### src/rtl/smx_pkg.sv
// Shared types and constants for the stack machine execute unit.
package smx_pkg;

  localparam int unsigned STACK_DEPTH = 1024;
  localparam int unsigned PTR_W       = $clog2(STACK_DEPTH);
  localparam int unsigned CNT_W       = $clog2(STACK_DEPTH + 1);
  localparam int unsigned DATA_W      = 32;
  localparam int unsigned FUNC_W      = 4;
  localparam int unsigned DEPTH_W     = 11;
  localparam int unsigned QUEUE_DEPTH = 2;

  typedef enum logic [FUNC_W-1:0] {
    FN_PUSH = 4'd0,
    FN_POP  = 4'd1,
    FN_ADD  = 4'd2,
    FN_SUB  = 4'd3,
    FN_MUL  = 4'd4,
    FN_DIV  = 4'd5,
    FN_MOD  = 4'd6,
    FN_CMP  = 4'd7,
    FN_PEEK = 4'd8
  } func_e;

  typedef enum logic [3:0] {
    OP_NOP,
    OP_PUSH,
    OP_POP,
    OP_PEEK,
    OP_CMP,
    OP_ADD,
    OP_SUB,
    OP_MUL,
    OP_DIV,
    OP_MOD
  } op_e;

  typedef enum logic [1:0] {
    ST_OK   = 2'd0,
    ST_FEW  = 2'd1,
    ST_FULL = 2'd2,
    ST_DIV0 = 2'd3
  } status_e;

  typedef enum logic [2:0] {
    BK_IDLE,
    BK_LOAD,
    BK_EXEC,
    BK_DIV
  } back_state_e;

  typedef struct packed {
    logic [FUNC_W-1:0]        func;
    logic signed [DATA_W-1:0] operand;
  } in_t;

  typedef struct packed {
    logic signed [DATA_W-1:0] value;
    logic [1:0]               status;
    logic                     compare_flag;
    logic [DEPTH_W-1:0]       depth;
  } out_t;

  typedef struct packed {
    op_e               op;
    logic [DATA_W-1:0] operand;
  } instr_t;

  typedef struct packed {
    logic              start;
    logic [DATA_W-1:0] dividend;
    logic [DATA_W-1:0] divisor;
  } div_req_t;

  typedef struct packed {
    logic              done;
    logic [DATA_W-1:0] quotient;
    logic [DATA_W-1:0] remainder;
  } div_rsp_t;

endpackage

### src/rtl/smx_front.sv
// Front end: accepts instruction items, decodes them and queues them for the back end.
module smx_front import smx_pkg::*; (
  input  logic   clk_i,
  input  logic   rst_ni,
  input  logic   in_valid_i,
  output logic   in_stall_o,
  input  in_t    in_data_i,
  output logic   q_valid_o,
  output instr_t q_data_o,
  input  logic   q_pop_i
);

  localparam int unsigned QPTR_W = (QUEUE_DEPTH > 1) ? $clog2(QUEUE_DEPTH) : 1;
  localparam int unsigned QCNT_W = $clog2(QUEUE_DEPTH + 1);

  instr_t             slot_q [QUEUE_DEPTH];
  logic [QPTR_W-1:0]  wr_ptr_q, wr_ptr_d;
  logic [QPTR_W-1:0]  rd_ptr_q, rd_ptr_d;
  logic [QCNT_W-1:0]  cnt_q, cnt_d;
  logic               push, pop;
  instr_t             dec;

  always_comb begin
    dec.operand = in_data_i.operand;
    unique case (func_e'(in_data_i.func))
      FN_PUSH: dec.op = OP_PUSH;
      FN_POP:  dec.op = OP_POP;
      FN_ADD:  dec.op = OP_ADD;
      FN_SUB:  dec.op = OP_SUB;
      FN_MUL:  dec.op = OP_MUL;
      FN_DIV:  dec.op = OP_DIV;
      FN_MOD:  dec.op = OP_MOD;
      FN_CMP:  dec.op = OP_CMP;
      FN_PEEK: dec.op = OP_PEEK;
      default: dec.op = OP_NOP;
    endcase
  end

  assign in_stall_o = (cnt_q == QCNT_W'(QUEUE_DEPTH));
  assign q_valid_o  = (cnt_q != '0);
  assign q_data_o   = slot_q[rd_ptr_q];
  assign push       = in_valid_i && !in_stall_o;
  assign pop        = q_pop_i && q_valid_o;

  always_comb begin
    wr_ptr_d = wr_ptr_q;
    rd_ptr_d = rd_ptr_q;
    cnt_d    = cnt_q;
    if (push) begin
      wr_ptr_d = (wr_ptr_q == QPTR_W'(QUEUE_DEPTH - 1)) ? '0 : wr_ptr_q + 1'b1;
    end
    if (pop) begin
      rd_ptr_d = (rd_ptr_q == QPTR_W'(QUEUE_DEPTH - 1)) ? '0 : rd_ptr_q + 1'b1;
    end
    if (push && !pop) begin
      cnt_d = cnt_q + 1'b1;
    end else if (pop && !push) begin
      cnt_d = cnt_q - 1'b1;
    end
  end

  always_ff @(posedge clk_i or negedge rst_ni) begin
    if (!rst_ni) begin
      wr_ptr_q <= '0;
      rd_ptr_q <= '0;
      cnt_q    <= '0;
    end else begin
      wr_ptr_q <= wr_ptr_d;
      rd_ptr_q <= rd_ptr_d;
      cnt_q    <= cnt_d;
    end
  end

  always_ff @(posedge clk_i) begin
    if (push) begin
      slot_q[wr_ptr_q] <= dec;
    end
  end

endmodule

### config.mk
export PLATFORM = sky130hd
export DESIGN_NAME = smx_front
export DESIGN_NICKNAME = d
export VERILOG_FILES = /design/src/rtl/smx_pkg.sv /design/src/rtl/smx_front.sv
export SDC_FILE = /design/constraint.sdc
export NUM_CORES = 1
export LEC_CHECK = 0
export ABC_AREA = 0
export BUFFER_PORTS_ARGS = -buffer_cell sky130_fd_sc_hd__buf_2
export CORE_MARGIN = 2
export CORE_UTILIZATION = 56
export DETAILED_ROUTE_END_ITERATION = 10
export GPL_TIMING_DRIVEN = 1
export PLACE_DENSITY = 0.91
export SYNTH_ARGS = -nofsm -noshare
export SYNTH_HDL_FRONTEND = slang
export SYNTH_SLANG_ARGS = --single-unit
### constraint.sdc
create_clock -name clk_i -period 7.08 [get_ports clk_i]
set_clock_uncertainty 0.1 [all_clocks]
set_input_delay 0.354 -clock clk_i [delete_from_list [all_inputs] [get_ports clk_i]]
set_output_delay 0.354 -clock clk_i [all_outputs]
set_load 0.03 [all_outputs]
==> results of run 1 <==
## layout make-up
class,instances,area (um^2)
repair buffers,78,395
clock inverters,4,47.5
inverters,4,15.0
well taps,70,87.6
multi-input cells,58,683
clock buffers,12,155
flip-flops and latches,76,2260
fillers,348,1530
## worst max-delay path by stage
stage,startpoint,end,slack [ns],cells past startpoint
after global routing,rd_ptr_q,q_data_o[18],4.47,2
final,rd_ptr_q,q_data_o[18],4.59,2
after global placement,rd_ptr_q,q_data_o[21],4.94,2
after floorplan,cnt_q[0],slot_q[0][0],4.41,3
after CTS,rd_ptr_q,q_data_o[18],4.55,2
after detailed placement,rd_ptr_q,q_data_o[18],4.91,2
## registers in the layout, summed over array words and instances, names as in the netlist
| register | flops |
|---|---|
| slot_q | 72 |
| cnt_q | 2 |
| wr_ptr_q | 1 |
| rd_ptr_q | 1 |
## Yosys cell counts
cell type  number
a211oi_1        1
nand2_1         1
xor2_1          2
mux2_2          7
or2_1           1
edfxtp_1       72
and3b_1         1
nand3b_1        2
o21ai_0         2
dfrtp_1         4
buf_6           1
mux2i_1         1
inv_1           4
and3_1          1
xnor2_1         3
buf_12          3
nand2b_1        1
nor2_1          3
mux2_4         29
ha_1            2
nand2_2         1
## cell families after synthesis
logic type / count (synthesis) / share of synthesized area
flops: 76 / 0.748
mux: 37 / 0.173
simple gates: 11 / 0.0211
buf+inv: 8 / 0.0286
xor+xnor: 5 / 0.0145
compound gates: 3 / 0.00580
fa+ha+maj: 2 / 0.00828
## per-stage QoR
stage	area, um^2	hold slack, ns	util	cells	setup slack [ns]
after global routing	3650	0.0872	0.705	302	4.47
after global placement	3430	0.0629	0.664	285	4.94
after detailed placement	3430	0.0699	0.664	285	4.91
after CTS	3650	0.0890	0.705	302	4.55
after floorplan	3020	-0.0416	-	142	4.41
final	3650	0.103	0.705	302	4.59
## routing by layer
layer	routed length, um	vias up	GRT usage
met5	0	-	0
met4	99	0	0.102
met3	255	8	0.0360
met2	2440	56	0.267
met1	1910	727	0.193
li1	-	716	-
## power by group
part / internal, W / switching, W
clock network: 0.000181 / 0.000143
logic: 0.000248 / 0.000337
registers: 0.000619 / 0.0000862
## worst reg2reg max path, delay by kind of cell, from the launching register on
kind / cells / cell delay [ns]
DFF: 1 / 0.43
and+or+nand+nor: 3 / 1.12
## repair_timing
action / 4_1_cts / 5_1_grt
hold buffers: 1 / 0
gates resized for setup: 0 / 0
endpoints found under the hold margin: 4 / 0
==> out/qor.yml, run 1 <==
fp.coreArea_mm2: 0.00517
layout_common_cells: "buf_2 (77), edfxtp_1 (72), mux2_4 (29)"
dr_total_vias: 1507
tightest_slew_ns: 1.10
grt_setup_unrepaired: "false"
post-cts-setup-buffers: 0
cts_root_buffer: "clkbuf_8"
worst_ir_drop_vdd_uv: 298
cp.required_ns: 6.63
whs_path_depth: 1
grt_pass1_wl_um: 7080
syn2layout_area_growth_pct: 20.7
dieArea_mm2: 0.00600
leakagePower_nw: 1.49
fp.dieW_um: 77.5
period_minus_slack_ns: 2.49
status: "complete, no violations"
crit_chain: "mux2_2 -> buf_2"
grtUsageTotal: 0.162
antenna_found_initial: 0
arrival_ns: 2.04
cap_viol_max_count: 0
hold_path.class: "primary input to flip-flop"
worstSkewPairLatency_ns: 0.33
r2r_cells: 3
die_h_um: 77.5
rrSetupSlack_ns: 5.04
finalWeightedCongestion: 0.723
total_power_w: 0.00161
worstSetupEndpointType: "output port"
setup_viol: 0
cp_num_buf_inv: 1
cts_tree: "built"
via_per_inst: 4.99
final_nets: 269
ys_seq_area_frac: 0.748
worstPathMaxFanout: 37
synth_top_area_frac: 0.715
cp_top_family: "flip-flops"
slew_violations: 0
fin_tns_setup_ns: 0
h-tree-depth: 3
drt-pass1-iter-count: 4
final_common_cell: "buf_2"
critPathSlowestCell: "dfrtp_2"
crit-reg2reg-launch: "cnt_q[0]"
finalCritPeriodShare: 0.352
cp_slowest_stage_delay_ns: 1.10
rows: 26
ys_ff_latch: 76
fmax_mhz: 401
finalHoldViolations: 0
worstReg2RegEnd: "slot_q[0][7]"
hp-start: "in_data_i[5]"
layout-drive-gt1-share: 0.569
ys_top_cells_by_area: "edfxtp_1 (72%), mux2_4 (14%), dfrtp_1 (3.3%), mux2_2 (2.6%), buf_12 (2.0%)"
synth_area_per_cell_um2: 21.3
cts_num_sinks: 76
grt_pass1_vias: 1500
dp_hpwl_um: 3000
grt-ovfl-total: 0
yosysTopAreaCell: "edfxtp_1"
wl_per_cell_um: 15.6
path_clk_slew_ns: 0.08
drc_errors: 0
ios: 78
grt_max_degree: 38
start_util: 0.584
startpoint_type: "flip-flop"
ant_nets: 0
cts_buffers: 9
wl_um: 4700
syn_area_mm2: 0.00302
slew_headroom: 0.267
diodes: 0
ys_types: 21
clockBufferDepth: 2
whs_endpoint: "slot_q[1][5]"
drtIter0Drc: 111
syn_nets: 184
yosysWarnings: 0
port-buffer-count: 77
criticalPathCategory: "flip-flop to output port"
synth_cells: 142
power_density_mw_per_mm2: 442
Power figures use the tool's default switching activity.
==> inputs of run 2 (changes only) <==
--- a/config.mk
+++ b/config.mk
@@ -8,10 +8,10 @@
 export ABC_AREA = 0
 export BUFFER_PORTS_ARGS = -buffer_cell sky130_fd_sc_hd__buf_2
 export CORE_MARGIN = 2
-export CORE_UTILIZATION = 56
+export CORE_UTILIZATION = 47
 export DETAILED_ROUTE_END_ITERATION = 10
 export GPL_TIMING_DRIVEN = 1
-export PLACE_DENSITY = 0.91
+export PLACE_DENSITY = 0.82
 export SYNTH_ARGS = -nofsm -noshare
 export SYNTH_HDL_FRONTEND = slang
 export SYNTH_SLANG_ARGS = --single-unit
==> constraint.sdc (replaced) <==
create_clock -name clk_i -period 2.1 [get_ports clk_i]
set_clock_uncertainty 0.1 [all_clocks]
set_input_delay 0.105 -clock clk_i [delete_from_list [all_inputs] [get_ports clk_i]]
set_output_delay 0.105 -clock clk_i [all_outputs]
set_load 0.03 [all_outputs]
==> run 2 against run 1 <==
  * Design area grew 11%
  * Sequential power rose to 3.2 times the previous value
  * Sequential cell count did not move
  * Routed wire length increased by 9.1%
  * Via count is 10% higher
  * First-iteration DRC count decreased by 31%
  * Core utilization fell by 6.0 points
  * Power rose to 3.5 times the previous value
  * Critical path depth increased by 1
  * Register-to-register slack got worse by 4.6 ns
  * Hold slack worse by 0.068 ns
  * Critical path type unchanged
  * Critical endpoint is now q_data_o[19]
  * Largest power group unchanged
  * Highest routed layer unchanged
==> out/qor.yml, run 2 (same netlist as run 1, synthesis figures left out) <==
antenna_found_initial: 0  # unchanged
nFillCells: 442  # +27%
dr_total_vias: 1658  # +10%
arrival_ns: 1.73  # -0.31 ns
layout-drive-gt1-share: 0.498  # -0.0708
diodes: 0  # unchanged
critical_path.endpoint: "q_data_o[19]"
top_register: "slot_q"
period_minus_slack_ns: 1.94
p_clk_frac: 0.203  # +0.002
via_per_inst: 4.74  # -5.1%
p_sw_w: 0.00194  # +240%
finalCritPeriodShare: 0.922
combPwrFrac: 0.396  # +0.034
syn2layout_area_growth_pct: 34.1
layout_common_cells: "buf_2 (77), edfxtp_1 (72), dlygate4sd3_1 (35)"
rrSetupSlack_ns: 0.45  # -4.59 ns
internal-power_w: 0.00366  # +250%
drc_errors: 0  # unchanged
cp_slowest_stage_delay_ns: 0.60  # -0.50 ns
place_inst: 299  # +4.9%
grt_setup_unrepaired: "false"
startpoint_type: "flip-flop"
criticalPathCategory: "flip-flop to output port"
clockBufferDepth: 2  # unchanged
crit-reg2reg-launch: "cnt_q[0]"
post_cts_resized: 0  # unchanged
status: "complete, no violations"
fmax_mhz: 516
drt-pass1-iter-count: 4  # unchanged
critPathSlowestCell: "dfrtp_2"
setup_viol: 0  # unchanged
cts_tree: "built"
fin_tns_setup_ns: 0  # unchanged
post-cts-setup-buffers: 0  # unchanged
largest_register_ff_count: 72  # unchanged
final_cells: 350  # +16%
finalWeightedCongestion: 0.752  # +4.0%
start_util: 0.482  # -0.103
worstReg2RegEnd: "cnt_q[1]"
finalHoldViolations: 0  # unchanged
critPathLaunch: "rd_ptr_q"
fp.dieW_um: 84.2  # +8.7%
sequentialPowerShare: 0.401  # -0.036
grt-ovfl-total: 0  # unchanged
worstSkewPairLatency_ns: 0.33  # about the same
die_h_um: 84.2  # +8.7%
fin_util: 0.646  # -0.0595
cts.hold.buffers_added: 35  # +34
ios: 78  # unchanged
total_power_w: 0.00560  # +250%
top_regs: "slot_q (72), cnt_q (2)"
final_nets: 310  # +15%
dieArea_mm2: 0.00709  # +18%
r2r_cells: 7  # +4
final_common_cell: "buf_2"
rows: 29  # +12%
wl_um: 5130  # +9.1%
hold_path.class: "primary input to flip-flop"
worst_ir_drop_vdd_uv: 862  # +190%
cts_buffers: 9  # unchanged
grt_pass1_wl_um: 8140  # +15%
cp_num_buf_inv: 2  # +1
ant_nets: 0  # unchanged
h-tree-depth: 3  # unchanged
switching_share: 0.347  # -0.00406
wl_per_cell_um: 14.7  # -5.8%
port-buffer-count: 77  # unchanged
power_density_mw_per_mm2: 1380  # +210%
drtIter0Drc: 77  # -31%
leakagePower_nw: 1.66  # +12%
dp_hpwl_um: 3420  # +14%
grtUsageTotal: 0.153  # -0.00821
worstPathMaxFanout: 14  # -62%
fp.coreArea_mm2: 0.00628  # +21%
grt_max_degree: 22  # -42%
cp.required_ns: 1.89  # -4.74 ns
cts_num_sinks: 76  # unchanged
slew_headroom: 0.755  # +0.488
slew_violations: 0  # unchanged
cp.depth: 3  # +1
cp_top_family: "flip-flops"
tightest_slew_ns: 0.368  # -0.732 ns
path_clk_slew_ns: 0.07  # about the same
worstSetupEndpointType: "output port"
crit_chain: "buf_4 -> mux2_2 -> buf_2"
cap_viol_max_count: 0  # unchanged
grt_pass1_vias: 1742  # +16%
cts_root_buffer: "clkbuf_8"
## run 2: layout make-up
cell class / count / area (um^2) / share of cell area
clock buffers: 10 / 128 / 0.0315
repair buffers: 119 / 788 / 0.195
flip-flops and latches: 76 / 2260 / 0.559
well taps: 77 / 96.3 / 0.0238
clock inverters: 6 / 78.8 / 0.0195
multi-input cells: 58 / 683 / 0.169
inverters: 4 / 15.0 / 0.00370
## run 2: through the flow
| step | setup slack, ns | hold WS, ns | cell area (um^2) |
|---|---|---|---|
| final | 0.163 | 0.0351 | 4050 |
| after global routing | 0.0782 | 0.0292 | 4050 |
| after CTS | 0.123 | 0.0163 | 4050 |
| after detailed placement | 0.477 | -0.182 | 3500 |
| after global placement | 0.516 | -0.182 | 3500 |
| after floorplan | 0.0213 | -0.291 | 3030 |
## run 2: power groups by stage
stage               registers (W)  clock network [W]  logic, W
floorplan                 0.00220                  0   0.00182
global placement          0.00226                  0   0.00217
detailed placement        0.00229                  0   0.00218
CTS                       0.00225            0.00116   0.00224
global route              0.00229            0.00123   0.00235
finish                    0.00225            0.00114   0.00222
## run 2: layer usage
metal,vias up,GRT usage,part of all wire
met4,0,0.0616,0.013
met5,-,0,0
met1,797,0.189,0.42
met3,7,0.0501,0.058
met2,60,0.252,0.50
li1,794,-,-
## run 2: worst min-delay path by stage
| stage | startpoint | end | slack (ns) | cells past startpoint |
|---|---|---|---|---|
| floorplan | rst_ni | cnt_q[0] | -0.29 | 0 |
| global placement | rst_ni | cnt_q[0] | -0.18 | 1 |
| detailed placement | rst_ni | cnt_q[1] | -0.18 | 1 |
| CTS | in_data_i[35] | slot_q[0][34] | 0.02 | 2 |
| global route | in_data_i[35] | slot_q[1][34] | 0.03 | 2 |
| finish | in_data_i[35] | slot_q[0][34] | 0.04 | 2 |
==> inputs of run 3 (changes only) <==
--- a/config.mk
+++ b/config.mk
@@ -5,7 +5,7 @@
 export SDC_FILE = /design/constraint.sdc
 export NUM_CORES = 1
 export LEC_CHECK = 0
-export ABC_AREA = 0
+export ABC_AREA = 1
 export BUFFER_PORTS_ARGS = -buffer_cell sky130_fd_sc_hd__buf_2
 export CORE_MARGIN = 2
 export CORE_UTILIZATION = 47
==> run 3 against run 2 <==
  * Critical endpoint is now q_data_o[35]
  * Clock power rose by 4%
  * Routed wire length rose by 6.5%
  * Sequential cell count did not move
  * Non-clock buffer count fell by 1
==> out/qor.yml, run 3 <==
status: "complete, no violations"
cap_viol_max_count: 0  # unchanged
synth_top_area_frac: 0.734  # +0.0191
leakagePower_nw: 1.78  # +6.9%
start_util: 0.491  # +0.00987
hold_path.class: "primary input to flip-flop"
yosysTopAreaCell: "edfxtp_1"
wl_um: 5470  # +6.5%
ys_ff_latch: 76  # unchanged
rrSetupSlack_ns: 0.55  # +0.10 ns
synth-edff-count: 72  # unchanged
final_nets: 397  # +28%
finalWeightedCongestion: 0.763  # +1.6%
synth-main-ff-cell: "edfxtp_1"
yosys.cell_count.top_type: "nand2_1"
path_clk_slew_ns: 0.08  # about the same
slew_headroom: 0.585  # -0.170
wl_per_cell_um: 12.6  # -14%
fp.coreArea_mm2: 0.00599  # -4.6%
ys_seq_area_frac: 0.768  # +0.0200
grt-ovfl-total: 0  # unchanged
syn_nets: 275  # +49%
synthArstFlopShare: 0.0526  # unchanged
ant_nets: 0  # unchanged
worstPathMaxFanout: 37  # +23
drt-pass1-iter-count: 6  # +2
h-tree-depth: 3  # unchanged
arrival_ns: 1.62  # -0.11 ns
layout-drive-gt1-share: 0.292  # -0.207
place_inst: 383  # +28%
cts_tree: "built"
ys_top_cells_by_area: "edfxtp_1 (73%), nand2_1 (15%), dfrtp_1 (3.4%), buf_6 (1.5%), inv_1 (1.3%)"
synth_area_per_cell_um2: 12.6  # -41%
whs_path_depth: 2  # unchanged
ios: 78  # unchanged
fin_tns_setup_ns: 0  # unchanged
cts_root_buffer: "clkbuf_8"
drtIter0Drc: 101  # +31%
synth_cells: 233  # +64%
syn2layout_area_growth_pct: 35.7
startpoint_type: "flip-flop"
fp.dieW_um: 83.1  # -1.2%
antenna_found_initial: 0  # unchanged
slew_violations: 0  # unchanged
largest_register_ff_count: 72  # unchanged
dr_total_vias: 2004  # +21%
finalHoldViolations: 0  # unchanged
whs_endpoint: "slot_q[1][32]"
cp.required_ns: 1.89  # about the same
diodes: 0  # unchanged
rows: 28  # -3.4%
hp-start: "in_data_i[32]"
worstSetupEndpointType: "output port"
layout_common_cells: "nand2_1 (121), buf_2 (77), edfxtp_1 (72)"
grt_max_degree: 38  # +73%
final_common_cell: "nand2_1"
synthTopCellsByCount: "nand2_1 (121), edfxtp_1 (72), inv_1 (10), buf_6 (4), dfrtp_1 (4)"
crit-reg2reg-launch: "cnt_q[0]"
power_density_mw_per_mm2: 1410  # +2.0%
final_cells: 435  # +24%
grtUsageTotal: 0.173  # +0.0197
clockBufferDepth: 2  # unchanged
ys_types: 18  # -14%
drc_errors: 0  # unchanged
cts_buffers: 9  # unchanged
via_per_inst: 4.61  # -2.7%
tightest_slew_ns: 0.622  # +0.254 ns
worstSkewPairLatency_ns: 0.34  # about the same
grt_pass1_vias: 2104  # +21%
dp_hpwl_um: 3570  # +4.4%
fmax_mhz: 547  # +5.9%
cts_num_sinks: 76  # unchanged
syn_area_mm2: 0.00294  # -2.6%
yosysWarnings: 0  # unchanged
setup_viol: 0  # unchanged
dieArea_mm2: 0.00691  # -2.5%
grt_setup_unrepaired: "false"
post_cts_resized: 0  # unchanged
r2r_cells: 3  # -4
worstReg2RegEnd: "slot_q[1][11]"
worst_ir_drop_vdd_uv: 937  # +8.7%
top_register: "slot_q"
top_regs: "slot_q (72), cnt_q (2)"
period_minus_slack_ns: 1.83  # -0.109 ns
finalCritPeriodShare: 0.871  # -0.0518
criticalPathCategory: "flip-flop to output port"
port-buffer-count: 77  # unchanged
grt_pass1_wl_um: 9340  # +15%
die_h_um: 83.1  # -1.2%
[run 3: worst max-delay path by stage]
stage	startpoint	end	slack, ns	cells after the start
2_1_floorplan	cnt_q[1]	slot_q[1][0]	0.04	3
3_3_place_gp	cnt_q[1]	slot_q[0][31]	0.64	6
3_5_place_dp	cnt_q[1]	slot_q[1][9]	0.58	4
4_1_cts	rd_ptr_q	q_data_o[26]	0.25	4
5_1_grt	rd_ptr_q	q_data_o[23]	0.12	4
6_report	rd_ptr_q	q_data_o[35]	0.27	4
[run 3: layer usage]
metal | share of wire | GRT usage | wire [um] | vias to the layer above
li1 | - | - | - | 1019
met1 | 0.43 | 0.200 | 2340 | 900
met2 | 0.49 | 0.295 | 2680 | 70
met3 | 0.054 | 0.0437 | 293 | 15
met4 | 0.027 | 0.0954 | 150 | 0
met5 | 0 | 0 | 0 | -
[run 3: cell type report]
cell class / instances / area, um^2
Inverter: 12 / 45.0
Tap cell: 75 / 93.8
Timing Repair Buffer: 118 / 796
Multi-Input combinational cell: 138 / 577
Sequential cell: 76 / 2260
Clock buffer: 9 / 124
Fill cell: 440 / 1990
Clock inverter: 7 / 98.8
[run 3: critical path, stage by stage (launching register included)]
cell and delay (ns):
dfrtp_1 0.39, inv_2 0.47, nand2_1 0.10, nand2_1 0.12
buf_2 0.20
[run 3: power breakdown]
part           internal (W)  leakage [nW]  switching, W
clock network      0.000674         0.110      0.000510
registers           0.00207         0.719     0.0000976
logic              0.000614         0.951       0.00167
total               0.00336          1.78       0.00228
[run 3: logic make-up after synthesis]
logic type / Yosys count / share of synthesized area
compound gates: 4 / 0.00765
xor+xnor: 1 / 0.00298
fa+ha+maj: 2 / 0.00850
buf+inv: 19 / 0.0382
flops: 76 / 0.768
simple gates: 131 / 0.174
[run 3: stage by stage]
step / worst slack [ns] / util / cell area, um^2 / total power, W / hold slack, ns
after floorplan: 0.0381 / - / 2950 / 0.00385 / -0.291
after global placement: 0.645 / 0.570 / 3410 / 0.00440 / -0.183
after detailed placement: 0.581 / 0.570 / 3410 / 0.00445 / -0.182
after CTS: 0.255 / 0.667 / 4000 / 0.00569 / 0.0122
after global routing: 0.122 / 0.667 / 4000 / 0.00596 / 0.0263
final: 0.272 / 0.667 / 4000 / 0.00564 / 0.0188
[run 3: what timing repair did]
| action | in CTS | in global routing |
|---|---|---|
| hold buffers | 36 | 0 |
| hold endpoints to repair | 71 | 0 |
| buffers inserted | 0 | 0 |
